--- src/design/sibd_pkg.sv ---
// Shared constants, types and helpers for the signed integer to base digits block.
package sibd_pkg;

    localparam int VALUE_BITS_DEFAULT = 8;
    localparam int RADIX_BITS  = 6;
    localparam int DIGIT_BITS  = 6;
    localparam int CHAR_BITS   = 7;

    localparam logic [RADIX_BITS-1:0] RADIX_RESET = 6'd16;
    localparam logic [RADIX_BITS-1:0] RADIX_MIN   = 6'd2;
    localparam logic [RADIX_BITS-1:0] RADIX_MAX   = 6'd36;

    localparam logic [CHAR_BITS-1:0] CH_ZERO    = 7'd48;
    localparam logic [CHAR_BITS-1:0] CH_UPPER_A = 7'd65;
    localparam logic [CHAR_BITS-1:0] CH_MINUS   = 7'd45;
    localparam logic [DIGIT_BITS-1:0] TEN       = 6'd10;

    typedef struct packed {
        logic load;
        logic step;
        logic store;
        logic push_sign;
        logic push_digit;
    } sibd_cmd_t;

    typedef struct packed {
        logic div_last;
        logic quo_zero;
        logic store_full;
        logic negative;
        logic out_free;
        logic digit_one;
    } sibd_sts_t;

    function automatic logic [CHAR_BITS-1:0] digit_char(input logic [DIGIT_BITS-1:0] d);
        logic [CHAR_BITS-1:0] d_ext;
        d_ext = {1'b0, d};
        if (d < TEN) begin
            digit_char = d_ext + CH_ZERO;
        end else begin
            digit_char = d_ext - {1'b0, TEN} + CH_UPPER_A;
        end
    endfunction

    function automatic logic [RADIX_BITS-1:0] clamp_radix(input logic [RADIX_BITS-1:0] r);
        if (r < RADIX_MIN) begin
            clamp_radix = RADIX_MIN;
        end else if (r > RADIX_MAX) begin
            clamp_radix = RADIX_MAX;
        end else begin
            clamp_radix = r;
        end
    endfunction

endpackage

--- src/design/sibd_datapath.sv ---
// Datapath: base register, bit-serial divider, digit store and output register.
module sibd_datapath #(
    parameter int VALUE_BITS = sibd_pkg::VALUE_BITS_DEFAULT
) (
    input  logic                                aclk,
    input  logic                                aresetn,
    input  logic                                cfg_valid,
    input  logic [sibd_pkg::RADIX_BITS-1:0]     cfg_radix,
    input  logic signed [VALUE_BITS-1:0]        s_value,
    input  logic                                m_ready,
    output logic                                m_valid,
    output logic [sibd_pkg::CHAR_BITS-1:0]      m_character,
    output logic                                m_last,
    input  sibd_pkg::sibd_cmd_t                 cmd,
    output sibd_pkg::sibd_sts_t                 sts
);

    localparam int CNT_BITS = $clog2(VALUE_BITS + 1);
    localparam int IDX_BITS = $clog2(VALUE_BITS);
    localparam int DB = sibd_pkg::DIGIT_BITS;

    logic [sibd_pkg::RADIX_BITS-1:0] base_reg;
    logic [VALUE_BITS-1:0]           div_reg;
    logic [DB-1:0]                   rem_reg;
    logic [IDX_BITS-1:0]             bit_cnt_reg;
    logic [CNT_BITS-1:0]             digit_cnt_reg;
    logic                            neg_reg;
    logic [DB-1:0]                   digits_reg [VALUE_BITS];
    logic                            m_valid_reg;
    logic [sibd_pkg::CHAR_BITS-1:0]  m_character_reg;
    logic                            m_last_reg;

    logic [DB:0]           trial;
    logic [DB:0]           diff;
    logic                  q_bit;
    logic [VALUE_BITS-1:0] mag;
    logic [CNT_BITS-1:0]   rd_cnt;
    logic [IDX_BITS-1:0]   rd_idx;

    assign trial  = {rem_reg, div_reg[VALUE_BITS-1]};
    assign diff   = trial - {1'b0, base_reg};
    assign q_bit  = (trial >= {1'b0, base_reg});
    assign mag    = s_value[VALUE_BITS-1] ? (~s_value + 1'b1) : s_value;
    assign rd_cnt = digit_cnt_reg - 1'b1;
    assign rd_idx = rd_cnt[IDX_BITS-1:0];

    assign sts.div_last   = (bit_cnt_reg == IDX_BITS'(VALUE_BITS - 1));
    assign sts.quo_zero   = (div_reg == '0);
    assign sts.store_full = (digit_cnt_reg == CNT_BITS'(VALUE_BITS - 1));
    assign sts.negative   = neg_reg;
    assign sts.out_free   = !m_valid_reg || m_ready;
    assign sts.digit_one  = (digit_cnt_reg == CNT_BITS'(1));

    assign m_valid     = m_valid_reg;
    assign m_character = m_character_reg;
    assign m_last      = m_last_reg;

    always_ff @(posedge aclk) begin
        if (!aresetn) begin
            base_reg      <= sibd_pkg::RADIX_RESET;
            bit_cnt_reg   <= '0;
            digit_cnt_reg <= '0;
            neg_reg       <= 1'b0;
            m_valid_reg   <= 1'b0;
        end else begin
            if (cfg_valid) begin
                base_reg <= sibd_pkg::clamp_radix(cfg_radix);
            end
            if (cmd.load) begin
                div_reg       <= mag;
                neg_reg       <= s_value[VALUE_BITS-1];
                rem_reg       <= '0;
                bit_cnt_reg   <= '0;
                digit_cnt_reg <= '0;
            end
            if (cmd.step) begin
                div_reg     <= {div_reg[VALUE_BITS-2:0], q_bit};
                rem_reg     <= q_bit ? diff[DB-1:0] : trial[DB-1:0];
                bit_cnt_reg <= bit_cnt_reg + 1'b1;
            end
            if (cmd.store) begin
                digits_reg[digit_cnt_reg[IDX_BITS-1:0]] <= rem_reg;
                digit_cnt_reg <= digit_cnt_reg + 1'b1;
                rem_reg       <= '0;
                bit_cnt_reg   <= '0;
            end
            if (cmd.push_sign) begin
                m_valid_reg     <= 1'b1;
                m_character_reg <= sibd_pkg::CH_MINUS;
                m_last_reg      <= 1'b0;
            end else if (cmd.push_digit) begin
                m_valid_reg     <= 1'b1;
                m_character_reg <= sibd_pkg::digit_char(digits_reg[rd_idx]);
                m_last_reg      <= (digit_cnt_reg == CNT_BITS'(1));
                digit_cnt_reg   <= rd_cnt;
            end else if (m_ready) begin
                m_valid_reg <= 1'b0;
            end
        end
    end

endmodule

--- src/design/sibd_ctrl.sv ---
// Controller: sequences load, division, digit store and character output.
module sibd_ctrl (
    input  logic                aclk,
    input  logic                aresetn,
    input  logic                s_valid,
    output logic                s_ready,
    output sibd_pkg::sibd_cmd_t cmd,
    input  sibd_pkg::sibd_sts_t sts
);

    typedef enum logic [2:0] {
        IDLE,
        DIVIDE,
        STORE,
        SIGN,
        EMIT
    } state_t;

    state_t state_reg;
    state_t state_next;

    assign s_ready = (state_reg == IDLE);

    always_comb begin
        state_next = state_reg;
        cmd        = '0;
        case (state_reg)
            IDLE: begin
                if (s_valid) begin
                    cmd.load   = 1'b1;
                    state_next = DIVIDE;
                end
            end
            DIVIDE: begin
                cmd.step = 1'b1;
                if (sts.div_last) begin
                    state_next = STORE;
                end
            end
            STORE: begin
                cmd.store = 1'b1;
                if (sts.quo_zero || sts.store_full) begin
                    state_next = sts.negative ? SIGN : EMIT;
                end else begin
                    state_next = DIVIDE;
                end
            end
            SIGN: begin
                if (sts.out_free) begin
                    cmd.push_sign = 1'b1;
                    state_next    = EMIT;
                end
            end
            EMIT: begin
                if (sts.out_free) begin
                    cmd.push_digit = 1'b1;
                    if (sts.digit_one) begin
                        state_next = IDLE;
                    end
                end
            end
            default: begin
                state_next = IDLE;
            end
        endcase
    end

    always_ff @(posedge aclk) begin
        if (!aresetn) begin
            state_reg <= IDLE;
        end else begin
            state_reg <= state_next;
        end
    end

endmodule

--- src/design/signed_int_to_base_digits.sv ---
// Top level: signed integer to ASCII text in a configurable base.
//
//  channel  direction  beat
//  s_       in         value, VALUE_BITS-bit two's complement
//  m_       out        character (7-bit ASCII) and last
//  cfg_     in         radix, 6 bits, clamped to 2..36
//
// One bit-serial divider produces each digit in VALUE_BITS shift-subtract
// steps and one store; once all digits are stored, the characters follow at
// one character per cycle while m_ready does not stall the output.
// Reset sets the base to 16 and empties the output register.
// A stall on m_ready holds the sequencer; the next value is taken once the
// final character sits in the output register.
module signed_int_to_base_digits #(
    parameter int VALUE_BITS = sibd_pkg::VALUE_BITS_DEFAULT
) (
    input  logic                             aclk,
    input  logic                             aresetn,
    input  logic                             s_valid,
    output logic                             s_ready,
    input  logic signed [VALUE_BITS-1:0]     s_value,
    output logic                             m_valid,
    input  logic                             m_ready,
    output logic [sibd_pkg::CHAR_BITS-1:0]   m_character,
    output logic                             m_last,
    input  logic                             cfg_valid,
    output logic                             cfg_ready,
    input  logic [sibd_pkg::RADIX_BITS-1:0]  cfg_radix
);

    sibd_pkg::sibd_cmd_t cmd;
    sibd_pkg::sibd_sts_t sts;

    assign cfg_ready = 1'b1;

    sibd_ctrl u_ctrl (
        .aclk    (aclk),
        .aresetn (aresetn),
        .s_valid (s_valid),
        .s_ready (s_ready),
        .cmd     (cmd),
        .sts     (sts)
    );

    sibd_datapath #(
        .VALUE_BITS (VALUE_BITS)
    ) u_datapath (
        .aclk        (aclk),
        .aresetn     (aresetn),
        .cfg_valid   (cfg_valid),
        .cfg_radix   (cfg_radix),
        .s_value     (s_value),
        .m_ready     (m_ready),
        .m_valid     (m_valid),
        .m_character (m_character),
        .m_last      (m_last),
        .cmd         (cmd),
        .sts         (sts)
    );

endmodule
--- config.mk ---
export PLATFORM = sky130hd
export DESIGN_NAME = signed_int_to_base_digits
export DESIGN_NICKNAME = d
export VERILOG_FILES = /design/src/design/sibd_pkg.sv /design/src/design/sibd_datapath.sv /design/src/design/sibd_ctrl.sv /design/src/design/signed_int_to_base_digits.sv
export SDC_FILE = /design/constraint.sdc
export NUM_CORES = 1
export LEC_CHECK = 0
export ABC_AREA = 1
export CAP_MARGIN = 5
export CORE_MARGIN = 10
export CORE_UTILIZATION = 45
export CTS_CLUSTER_SIZE = 28
export DETAILED_ROUTE_END_ITERATION = 10
export DONT_BUFFER_PORTS = 1
export GPL_ROUTABILITY_DRIVEN = 0
export SLEW_MARGIN = 20
export SYNTH_ARGS = -nofsm -noshare
export SYNTH_HDL_FRONTEND = slang
export SYNTH_SLANG_ARGS = --single-unit
--- constraint.sdc ---
create_clock -name aclk -period 2.5 [get_ports aclk]
set_input_delay 0.25 -clock aclk [delete_from_list [all_inputs] [get_ports aclk]]
set_output_delay 0.25 -clock aclk [all_outputs]
set_load 0.05 [all_outputs]
==> out/metrics.cfg, run 1 <==
[run_status]
outcome = finished clean

[worst_setup_path]
crit_buf_inv = 1
path_depth = 6
path_max_fanout = 7
critPathArrivalTime_ns = 2.26
path_cells = or2_2 > nor2_2 > nand2_1 > nand2_1 > inv_1 > o21ai_0
crit_top_cell = nand2_1
reg2reg_depth = 6
required_ns = 2.47
cp_top_family = simple AND/OR/NAND/NOR gates
cp-start-kind = flop
critPathSlowestCell = o21ai_0
end_kind = flop
max_stage_delay_ns = 0.70
critPathKind = reg -> reg

[sta]
hold_violations = 0
slew_headroom = 0.407
max_slew.worst_pin.slew_ns = 0.879
setup_viol = 0
fin_skew_ns = 0.0139
rsz0062_at_grt = false
fin_setup_tns_ns = 0
fin_crit_sh = 0.917
whs_ns = 0.0244
period_needed_ns = 2.29
slew_violations = 0
fmax_mhz = 436

[clock_network]
clkLatencyLatePin_ns = 0.35
cts_buffers = 9
clock-sinks = 88
root_buffer = clkbuf_8
cts.path.max_buffers = 2
path_clk_slew_ns = 0.08
h-tree-depth = 3
cts_tree = done
postCtsSetupBuffers = 0

[yosys]
syn-num-nets = 552
synth_top_area_cell = edfxtp_1
avgSynthCellArea_um2 = 9.01
ys_ff_latch = 88
synth_edf_count = 70
ys_async_sr_fraction = 0
synth_area_leaders = edfxtp_1 (45%), nand2_1 (9.7%), dfxtp_1 (7.7%), inv_1 (6.0%), nand3_1 (4.7%)
ys.warnings.count = 0
netlist.area_leader.share = 0.451
syn_inst = 517
ys_types = 41
synth.cell_area_mm2 = 0.00466
ys.flop_type = edfxtp_1
seq_area_frac_synth = 0.529

[global_routing]
antenna_found_initial = 0
grt-ovfl-total = 0
grt_pass1_vias = 3662
grt_use_total = 0.141
grt_pass1_wl_um = 17200
grt_max_degree = 35

[final_layout]
final_util = 0.504
largest_reg_flops = 48
diodes = 0
final_cells = 680
nets = 574
fill_cells = 970
syn_to_final_growth_pct = 10.3
drive_gt1_frac = 0.127

[min_path]
hold_depth = 2
hold_class = in -> reg

[power]
powerDensity_mw_per_mm2 = 1290
p_leak_nw = 2.17
vdd_drop_max_mv = 0.665

[die]
ioPinCount = 30
die_h_um = 122
rows = 37
core_area_mm2 = 0.0102
die_width_um = 122
initial_core_util = 0.457
dieArea_mm2 = 0.0148

[detailed_routing]
dr.pass1.iters = 4
route.detailed.wl_per_inst_um = 14.5
vias_per_cell = 5.04
wirelength_um = 9880
vias = 3426
drt-initial-drc-count = 278
drcViolationCount = 0
ant_nets = 0

[place]
dp_hpwl_um = 7320
io_buffers = 0
dp_cells = 663

[job]
max_cap_viol_count = 0

## cell usage in the layout (no fill, tap or decap), types with 4 or more instances in the layout
master,instances
nand4_1,4
o21ai_1,6
buf_4,24
o21ai_0,27
nor3_1,11
ha_1,13
nor2_1,37
xor2_1,6
nand2_1,120
nand2_2,4
clkbuf_8,10
inv_2,5
nand3_1,44
a211oi_1,4
inv_1,73
a21oi_1,23
dfxtp_1,16
edfxtp_1,70
## where the power goes
part	total, mW	switching, mW	internal, mW
Clock	0.979	0.487	0.492
Combinational	3.42	2.20	1.22
Sequential	2.20	0.233	1.97
Total	6.60	2.92	3.69
## metal layers
layer,up-vias,GRT usage,part of all wire
met1,1589,0.173,0.44
met4,0,0.0529,0.012
met3,10,0.0282,0.055
li1,1753,-,-
met2,74,0.241,0.49
met5,-,0,0
## layout make-up
type | instances | area, um2 | area share
multi-input combinational | 335 | 1810 | 0.352
sequential | 88 | 2460 | 0.480
inverter | 79 | 299 | 0.0582
timing repair buffer | 26 | 201 | 0.0392
clock inverter | 3 | 43.8 | 0.00853
clock buffer | 13 | 149 | 0.0290
tap | 136 | 170 | 0.0331
## worst reg2reg max path: cells and delay by family (launching register included)
| family | cells | cell delay, ns |
|---|---|---|
| buffers and inverters | 1 | 0.08 |
| DFF | 1 | 0.36 |
| and+or+nand+nor | 4 | 0.79 |
| AOI/OAI and AO/OA | 1 | 0.70 |
## worst paths after layout
check                       startpoint                        end  slack [ns]
max                u_ctrl.state_reg[1]      u_datapath.rem_reg[5]        0.21
min                            aresetn         u_datapath.m_valid        0.02
max reg2reg        u_ctrl.state_reg[1]      u_datapath.rem_reg[5]        0.21
min reg2reg  u_datapath.bit_cnt_reg[1]  u_datapath.bit_cnt_reg[1]        0.48
## stage by stage
stage	cell area, um2	total power [mW]	setup WS [ns]
finish	5130	6.60	0.208
global route	5130	7.18	0.0138
CTS	5130	6.67	0.182
detailed placement	4930	5.68	0.222
global placement	4930	5.58	0.257
floorplan	4680	4.94	0.0190
## synth_stat cells (6+ instances only)
cell type and count:
o21ai_1 6, nand2_1 120, o21ai_0 27, xor2_1 6, nor2_1 38, dfxtp_1 18
edfxtp_1 70, inv_1 75, a21oi_1 23, nor3_1 11, nand3_1 44, ha_1 15
## kinds of logic (layout without fill, tap and decap cells)
family / after synthesis / count (layout) / synth area share
flops: 88 / 88 / 0.529
other cells: 1 / 1 / 0.000805
simple gates: 233 / 233 / 0.225
compound gates: 75 / 75 / 0.0930
fa+ha+maj: 16 / 16 / 0.0446
xor+xnor: 10 / 10 / 0.0204
buf+inv: 94 / 121 / 0.0868
## repair_timing
action / in CTS / in global routing
endpoints found under the hold margin: 1 / 0
setup endpoints to repair: 0 / 5
gates resized for setup: 0 / 3
hold buffers: 1 / 0
Power figures use the tool's default switching activity.
==> run 2, diff against run 1 <==
--- a/config.mk
+++ b/config.mk
@@ -13,6 +13,8 @@
 export DETAILED_ROUTE_END_ITERATION = 10
 export DONT_BUFFER_PORTS = 1
 export GPL_ROUTABILITY_DRIVEN = 0
+export PLACE_DENSITY = 0.72
+export SKIP_CTS_REPAIR_TIMING = 1
 export SLEW_MARGIN = 20
 export SYNTH_ARGS = -nofsm -noshare
 export SYNTH_HDL_FRONTEND = slang
==> out/metrics.cfg, run 2 (synthesis gave the netlist of run 1 again) <==
[global_routing]
grt-ovfl-total = 0  ; unchanged
grt_max_degree = 35  ; unchanged
grt_pass1_wl_um = 15300  ; -11%
grt_pass1_vias = 3370  ; -8.0%
grt_use_total = 0.126  ; -0.0149
antenna_found_initial = 0  ; unchanged

[worst_setup_path]
cp-start-kind = flop
critPathArrivalTime_ns = 2.43  ; +0.17 ns
cp_top_family = simple AND/OR/NAND/NOR gates
end_kind = flop
crit_buf_inv = 4  ; +3
critPathKind = reg -> reg
path_cells = inv_1 > ha_4 > inv_2 > buf_4 > nor2_1 > o21ai_0 > nand3_1 > o21ai_4 > ha_4 > inv_2 > nor2_4 > nand2_4 > nand3_4 > o21ai_1 > nand3_1
required_ns = 2.60  ; +0.13 ns
path_max_fanout = 9  ; +2
max_stage_delay_ns = 0.35  ; -0.35 ns
critPathSlowestCell = dfxtp_1

[power]
seq_power_share = 0.336  ; +0.002
powerDensity_mw_per_mm2 = 1280  ; -0.80%
power_frac_comb = 0.531  ; +0.013
p_leak_nw = 2.16  ; -0.40%
pwr-share-clk = 0.133  ; -0.015
internal_power_mw = 3.61  ; -1.9%
p_sw_mw = 2.93  ; +0.35%
swShare = 0.447  ; +0.00567
total_power_mw = 6.54  ; -0.92%
vdd_drop_max_mv = 0.650  ; -2.2%

[sta]
whs_ns = 0.0205  ; -0.00389 ns
fmax_mhz = 430  ; -1.4%
hold_violations = 0  ; unchanged
setup_viol = 0  ; unchanged
fin_skew_ns = 0.0114  ; -0.00257 ns
max_slew.worst_pin.slew_ns = 0.941  ; +0.0614 ns
slew_violations = 0  ; unchanged
fin_crit_sh = 0.929  ; +0.0127
slew_headroom = 0.366  ; -0.0414
rsz0062_at_grt = true
period_needed_ns = 2.32  ; +0.0318 ns

[detailed_routing]
vias_per_cell = 5.12  ; +1.6%
drt-initial-drc-count = 290  ; +4.3%
route.detailed.wl_per_inst_um = 13.7  ; -5.8%
wirelength_um = 9310  ; -5.8%
vias = 3482  ; +1.6%
drcViolationCount = 0  ; unchanged
dr.pass1.iters = 5  ; +1
ant_nets = 0  ; unchanged

[final_layout]
layout_commonest_cell = nand2_1
largest_reg_flops = 48  ; unchanged
final_cell_mix = nand2_1 (120), inv_1 (73), edfxtp_1 (70)
syn_to_final_growth_pct = 10.2
drive_gt1_frac = 0.131  ; +0.00368
nets = 574  ; unchanged
diodes = 0  ; unchanged
final_util = 0.504  ; -0.000614
final_area_mm2 = 0.00513  ; -0.12%

[die]
ioPinCount = 30  ; unchanged
die_h_um = 122  ; unchanged
core_area_mm2 = 0.0102  ; unchanged
dieArea_mm2 = 0.0148  ; unchanged
initial_core_util = 0.457  ; unchanged
rows = 37  ; unchanged
die_width_um = 122  ; unchanged

[clock_network]
cts_buffers = 9  ; unchanged
cts_tree = done
cts.path.max_buffers = 2  ; unchanged
h-tree-depth = 3  ; unchanged
root_buffer = clkbuf_8
clock-sinks = 88  ; unchanged
path_clk_slew_ns = 0.09  ; about the same
clkLatencyLatePin_ns = 0.35  ; about the same

[place]
io_buffers = 0  ; unchanged
postPlaceCellArea_mm2 = 0.00491  ; -0.30%
dp_hpwl_um = 6990  ; -4.5%

[min_path]
hold_class = in -> reg

[job]
max_cap_viol_count = 0  ; unchanged

[run_status]
outcome = finished clean

## run 2: worst reg2reg max path, cell delays in order, from the launching register on
cell	delay [ns]
dfxtp_1	0.35
inv_1	0.10
ha_4	0.31
inv_2	0.06
buf_4	0.16
nor2_1	0.09
o21ai_0	0.09
nand3_1	0.13
o21ai_4	0.11
ha_4	0.18
inv_2	0.07
nor2_4	0.04
nand2_4	0.10
nand3_4	0.11
o21ai_1	0.10
nand3_1	0.08
## run 2: layer usage
layer,track usage,vias up,wire (um),share of wire
met1,0.148,1613,4020,0.43
li1,-,1749,-,-
met5,0,-,0,0
met4,0.0328,0,106,0.011
met3,0.0407,11,596,0.064
met2,0.218,109,4590,0.49
## run 2: cell type report
| cell class | instances | area [um2] |
|---|---|---|
| Clock buffer | 11 | 141 |
| Multi-Input combinational cell | 335 | 1820 |
| Tap cell | 136 | 170 |
| Timing Repair Buffer | 26 | 198 |
| Inverter | 79 | 299 |
| Fill cell | 973 | 5060 |
| Clock inverter | 5 | 32.5 |
| Sequential cell | 88 | 2460 |
## run 2: path summary, 6_finish.rpt
| kind | startpoint | to | slack (ns) | depth (start not counted) |
|---|---|---|---|---|
| min | aresetn | u_datapath.m_valid | 0.02 | 2 |
| max reg2reg | u_datapath.digit_cnt_reg[1] | u_datapath.m_character[2] | 0.18 | 15 |
| max | u_datapath.digit_cnt_reg[1] | u_datapath.m_character[2] | 0.18 | 15 |
| min reg2reg | u_datapath.bit_cnt_reg[2] | u_datapath.bit_cnt_reg[2] | 0.47 | 2 |
## run 2: metrics by stage
step / cells / setup slack [ns] / TNS (ns)
after floorplan: 517 / 0.0190 / 0
after global placement: 661 / 0.131 / 0
after detailed placement: 661 / 0.0648 / 0
after CTS: 677 / 0.0505 / 0
after global routing: 680 / -0.0201 / -0.0201
final: 680 / 0.176 / 0
## run 2: power by group through the flow
| stage | combinational [mW] | clock, mW | sequential, mW |
|---|---|---|---|
| floorplan | 2.69 | 0 | 2.25 |
| global placement | 3.30 | 0 | 2.22 |
| detailed placement | 3.39 | 0 | 2.23 |
| CTS | 3.41 | 0.892 | 2.20 |
| global route | 3.89 | 0.957 | 2.22 |
| finish | 3.47 | 0.868 | 2.20 |
==> run 3, diff against run 2 <==
--- a/config.mk
+++ b/config.mk
@@ -5,7 +5,6 @@
 export SDC_FILE = /design/constraint.sdc
 export NUM_CORES = 1
 export LEC_CHECK = 0
-export ABC_AREA = 1
 export CAP_MARGIN = 5
 export CORE_MARGIN = 10
 export CORE_UTILIZATION = 45
==> out/metrics.cfg, run 3 <==
[final_layout]
final_cell_mix = edfxtp_1 (70), nor2_1 (35), nand2_1 (33), buf_4 (33), a21oi_1 (22)
largest_reg_flops = 48  ; unchanged
syn_to_final_growth_pct = 15.0
nets = 444  ; -23%
layout_commonest_cell = edfxtp_1
final_area_mm2 = 0.00516  ; +0.54%
drive_gt1_frac = 0.200  ; +0.0700
diodes = 0  ; unchanged

[worst_setup_path]
reg2reg_depth = 10  ; -5
max_stage_delay_ns = 0.37  ; +0.02 ns
rr_startpoint = u_datapath.digit_cnt_reg[1]
cp-start-kind = flop
critPathKind = reg -> reg
end_kind = flop
path_cells = inv_2 > ha_4 > mux4_2 > mux2i_4 > ha_4 > nand2_4 > o21ai_4 > nand2_1 > xnor2_1 > nand2_1
critPathArrivalTime_ns = 2.58  ; +0.15 ns
critPathSlowestCell = dfxtp_1
r2r-end = u_datapath.m_character[2]
required_ns = 2.60  ; about the same
rrSetupSlack_ns = 0.01  ; -0.16 ns
path_max_fanout = 9  ; unchanged

[global_routing]
grt_use_total = 0.136  ; +0.00926
grt_max_degree = 17  ; -51%
grt_pass1_wl_um = 15700  ; +2.3%
grt-ovfl-total = 0  ; unchanged
grt_pass1_vias = 3134  ; -7.0%
antenna_found_initial = 0  ; unchanged

[power]
vdd_drop_max_mv = 0.343  ; -47%
p_leak_nw = 1.87  ; -13%
powerDensity_mw_per_mm2 = 787  ; -38%
total_power_mw = 4.06  ; -38%

[place]
io_buffers = 0  ; unchanged
postPlaceCellArea_mm2 = 0.00484  ; -1.6%
dp_hpwl_um = 7190  ; +2.9%
pre_cts_slack_ns = 0.0378  ; -0.0270 ns

[sta]
slew_violations = 0  ; unchanged
whs_ns = 0.00260  ; -0.0179 ns
period_needed_ns = 2.49  ; +0.163 ns
fin_ws_ns = 0.0132  ; -0.163 ns
fmax_mhz = 402  ; -6.6%
hold_violations = 0  ; unchanged
slew_headroom = 0.514  ; +0.148
max_slew.worst_pin.slew_ns = 0.723  ; -0.218 ns
setup_viol = 0  ; unchanged
fin_skew_ns = 0.0101  ; -0.00127 ns
fin_setup_tns_ns = 0  ; unchanged
fin_crit_sh = 0.995  ; +0.0652

[yosys]
ys.flop_type = edfxtp_1
ys.warnings.count = 0  ; unchanged
syn-num-nets = 415  ; -25%
synth_edf_count = 70  ; unchanged
netlist.area_leader.share = 0.469  ; +0.0174
ys_ff_latch = 88  ; unchanged
synth.cell_area_mm2 = 0.00448  ; -3.7%
synth_area_leaders = edfxtp_1 (47%), dfxtp_1 (8.0%), ha_1 (4.2%), mux4_1 (3.5%), mux4_2 (3.0%)
syn_inst = 380  ; -26%
yosysMostFrequentCell = edfxtp_1
seq_area_frac_synth = 0.549  ; +0.0204
avgSynthCellArea_um2 = 11.8  ; +31%
yosys-top-cells-count = edfxtp_1 (70), nor2_1 (35), nand2_1 (33)
ys_async_sr_fraction = 0  ; unchanged
synth_top_area_cell = edfxtp_1
ys_types = 57  ; +39%

[detailed_routing]
vias = 3064  ; -12%
dr.pass1.iters = 5  ; unchanged
ant_nets = 0  ; unchanged
route.detailed.wl_per_inst_um = 17.8  ; +30%
vias_per_cell = 5.60  ; +9.4%
wirelength_um = 9720  ; +4.4%
drt-initial-drc-count = 320  ; +10%
drcViolationCount = 0  ; unchanged

[die]
core_area_mm2 = 0.00973  ; -4.5%
initial_core_util = 0.461  ; +0.00365
rows = 36  ; -2.7%
ioPinCount = 30  ; unchanged
dieArea_mm2 = 0.0144  ; -3.1%
die_width_um = 120  ; -1.6%
die_h_um = 120  ; -1.6%

[clock_network]
clock-sinks = 88  ; unchanged
root_buffer = clkbuf_8
cts_tree = done
path_clk_slew_ns = 0.09  ; about the same
cts.path.max_buffers = 2  ; unchanged
clkLatencyLatePin_ns = 0.35  ; about the same
cts_buffers = 9  ; unchanged
h-tree-depth = 3  ; unchanged

[job]
max_cap_viol_count = 0  ; unchanged

[min_path]
hold_class = in -> reg
hp-start = aresetn
hold_depth = 1  ; -1
hold_path_end = u_datapath.base_reg[4]

[run_status]
outcome = finished clean

==> run 3: cell count changes after synthesis, moves of 7 or more <==
cell      before  now
inv_1         75   21
nand2_1      120   33
clkbuf_1       4   11
nand2b_1       0    8
nand3_1       44   11
==> run 3: cell families after synthesis <==
logic type / after synthesis / share of synthesized area
other: 1 / 0.000836
buffers and inverters: 39 / 0.0374
adders and majority gates: 17 / 0.0486
and+or+nand+nor: 120 / 0.128
AOI/OAI and AO/OA: 80 / 0.114
xor gates and xnor gates: 13 / 0.0296
muxes: 22 / 0.0929
DFF: 88 / 0.549
==> run 3: power breakdown <==
part	total, mW	internal, mW	switching (mW)
clock network	1.08	0.595	0.485
logic	1.17	0.541	0.631
registers	1.81	1.71	0.0980
==> run 3: critical path: cells and delay by family (launching register included) <==
| kind | cells | cell delay [ns] |
|---|---|---|
| and+or+nand+nor | 3 | 0.26 |
| AOI/OAI and AO/OA | 1 | 0.24 |
| adders and majority gates | 2 | 0.52 |
| xor gates and xnor gates | 1 | 0.19 |
| muxes | 2 | 0.58 |
| DFF | 1 | 0.37 |
| buffers and inverters | 1 | 0.07 |
==> run 3: layout make-up <==
type / count / area, um2
tap: 133 / 166
clock buffer: 12 / 145
sequential: 88 / 2470
fill: 838 / 4570
clock inverter: 4 / 77.6
multi-input combinational: 253 / 1940
inverter: 21 / 81.3
timing repair buffer: 36 / 284
==> run 3: worst max-delay path by stage <==
stage	startpoint	end	slack, ns	cells after the start
6_report	u_datapath.digit_cnt_reg[1]	u_datapath.m_character[2]	0.01	10
5_1_grt	u_datapath.digit_cnt_reg[1]	u_datapath.m_character[2]	-0.12	10
4_1_cts	u_datapath.digit_cnt_reg[1]	u_datapath.m_character[3]	0.03	11
3_5_place_dp	u_datapath.digit_cnt_reg[1]	u_datapath.m_character[3]	0.04	11
3_3_place_gp	u_datapath.digit_cnt_reg[0]	u_datapath.m_character[3]	0.17	9
2_1_floorplan	u_datapath.digit_cnt_reg[0]	u_datapath.m_character[4]	-0.29	13
==> run 3: per-layer routing <==
metal	vias to the layer above	part of all wire	GRT usage	wire length (um)
met2	96	0.49	0.225	4750
li1	1469	-	-	-
met3	17	0.061	0.0370	595
met5	-	0	0	0
met4	0	0.019	0.0490	180
met1	1482	0.43	0.166	4190
==> run 3: stage by stage <==
step / instances / utilization
4_1_cts: 542 / 0.520
5_1_grt: 547 / 0.530
3_3_place_gp: 526 / 0.497
3_5_place_dp: 526 / 0.497
2_1_floorplan: 380 / -
6_report: 547 / 0.530
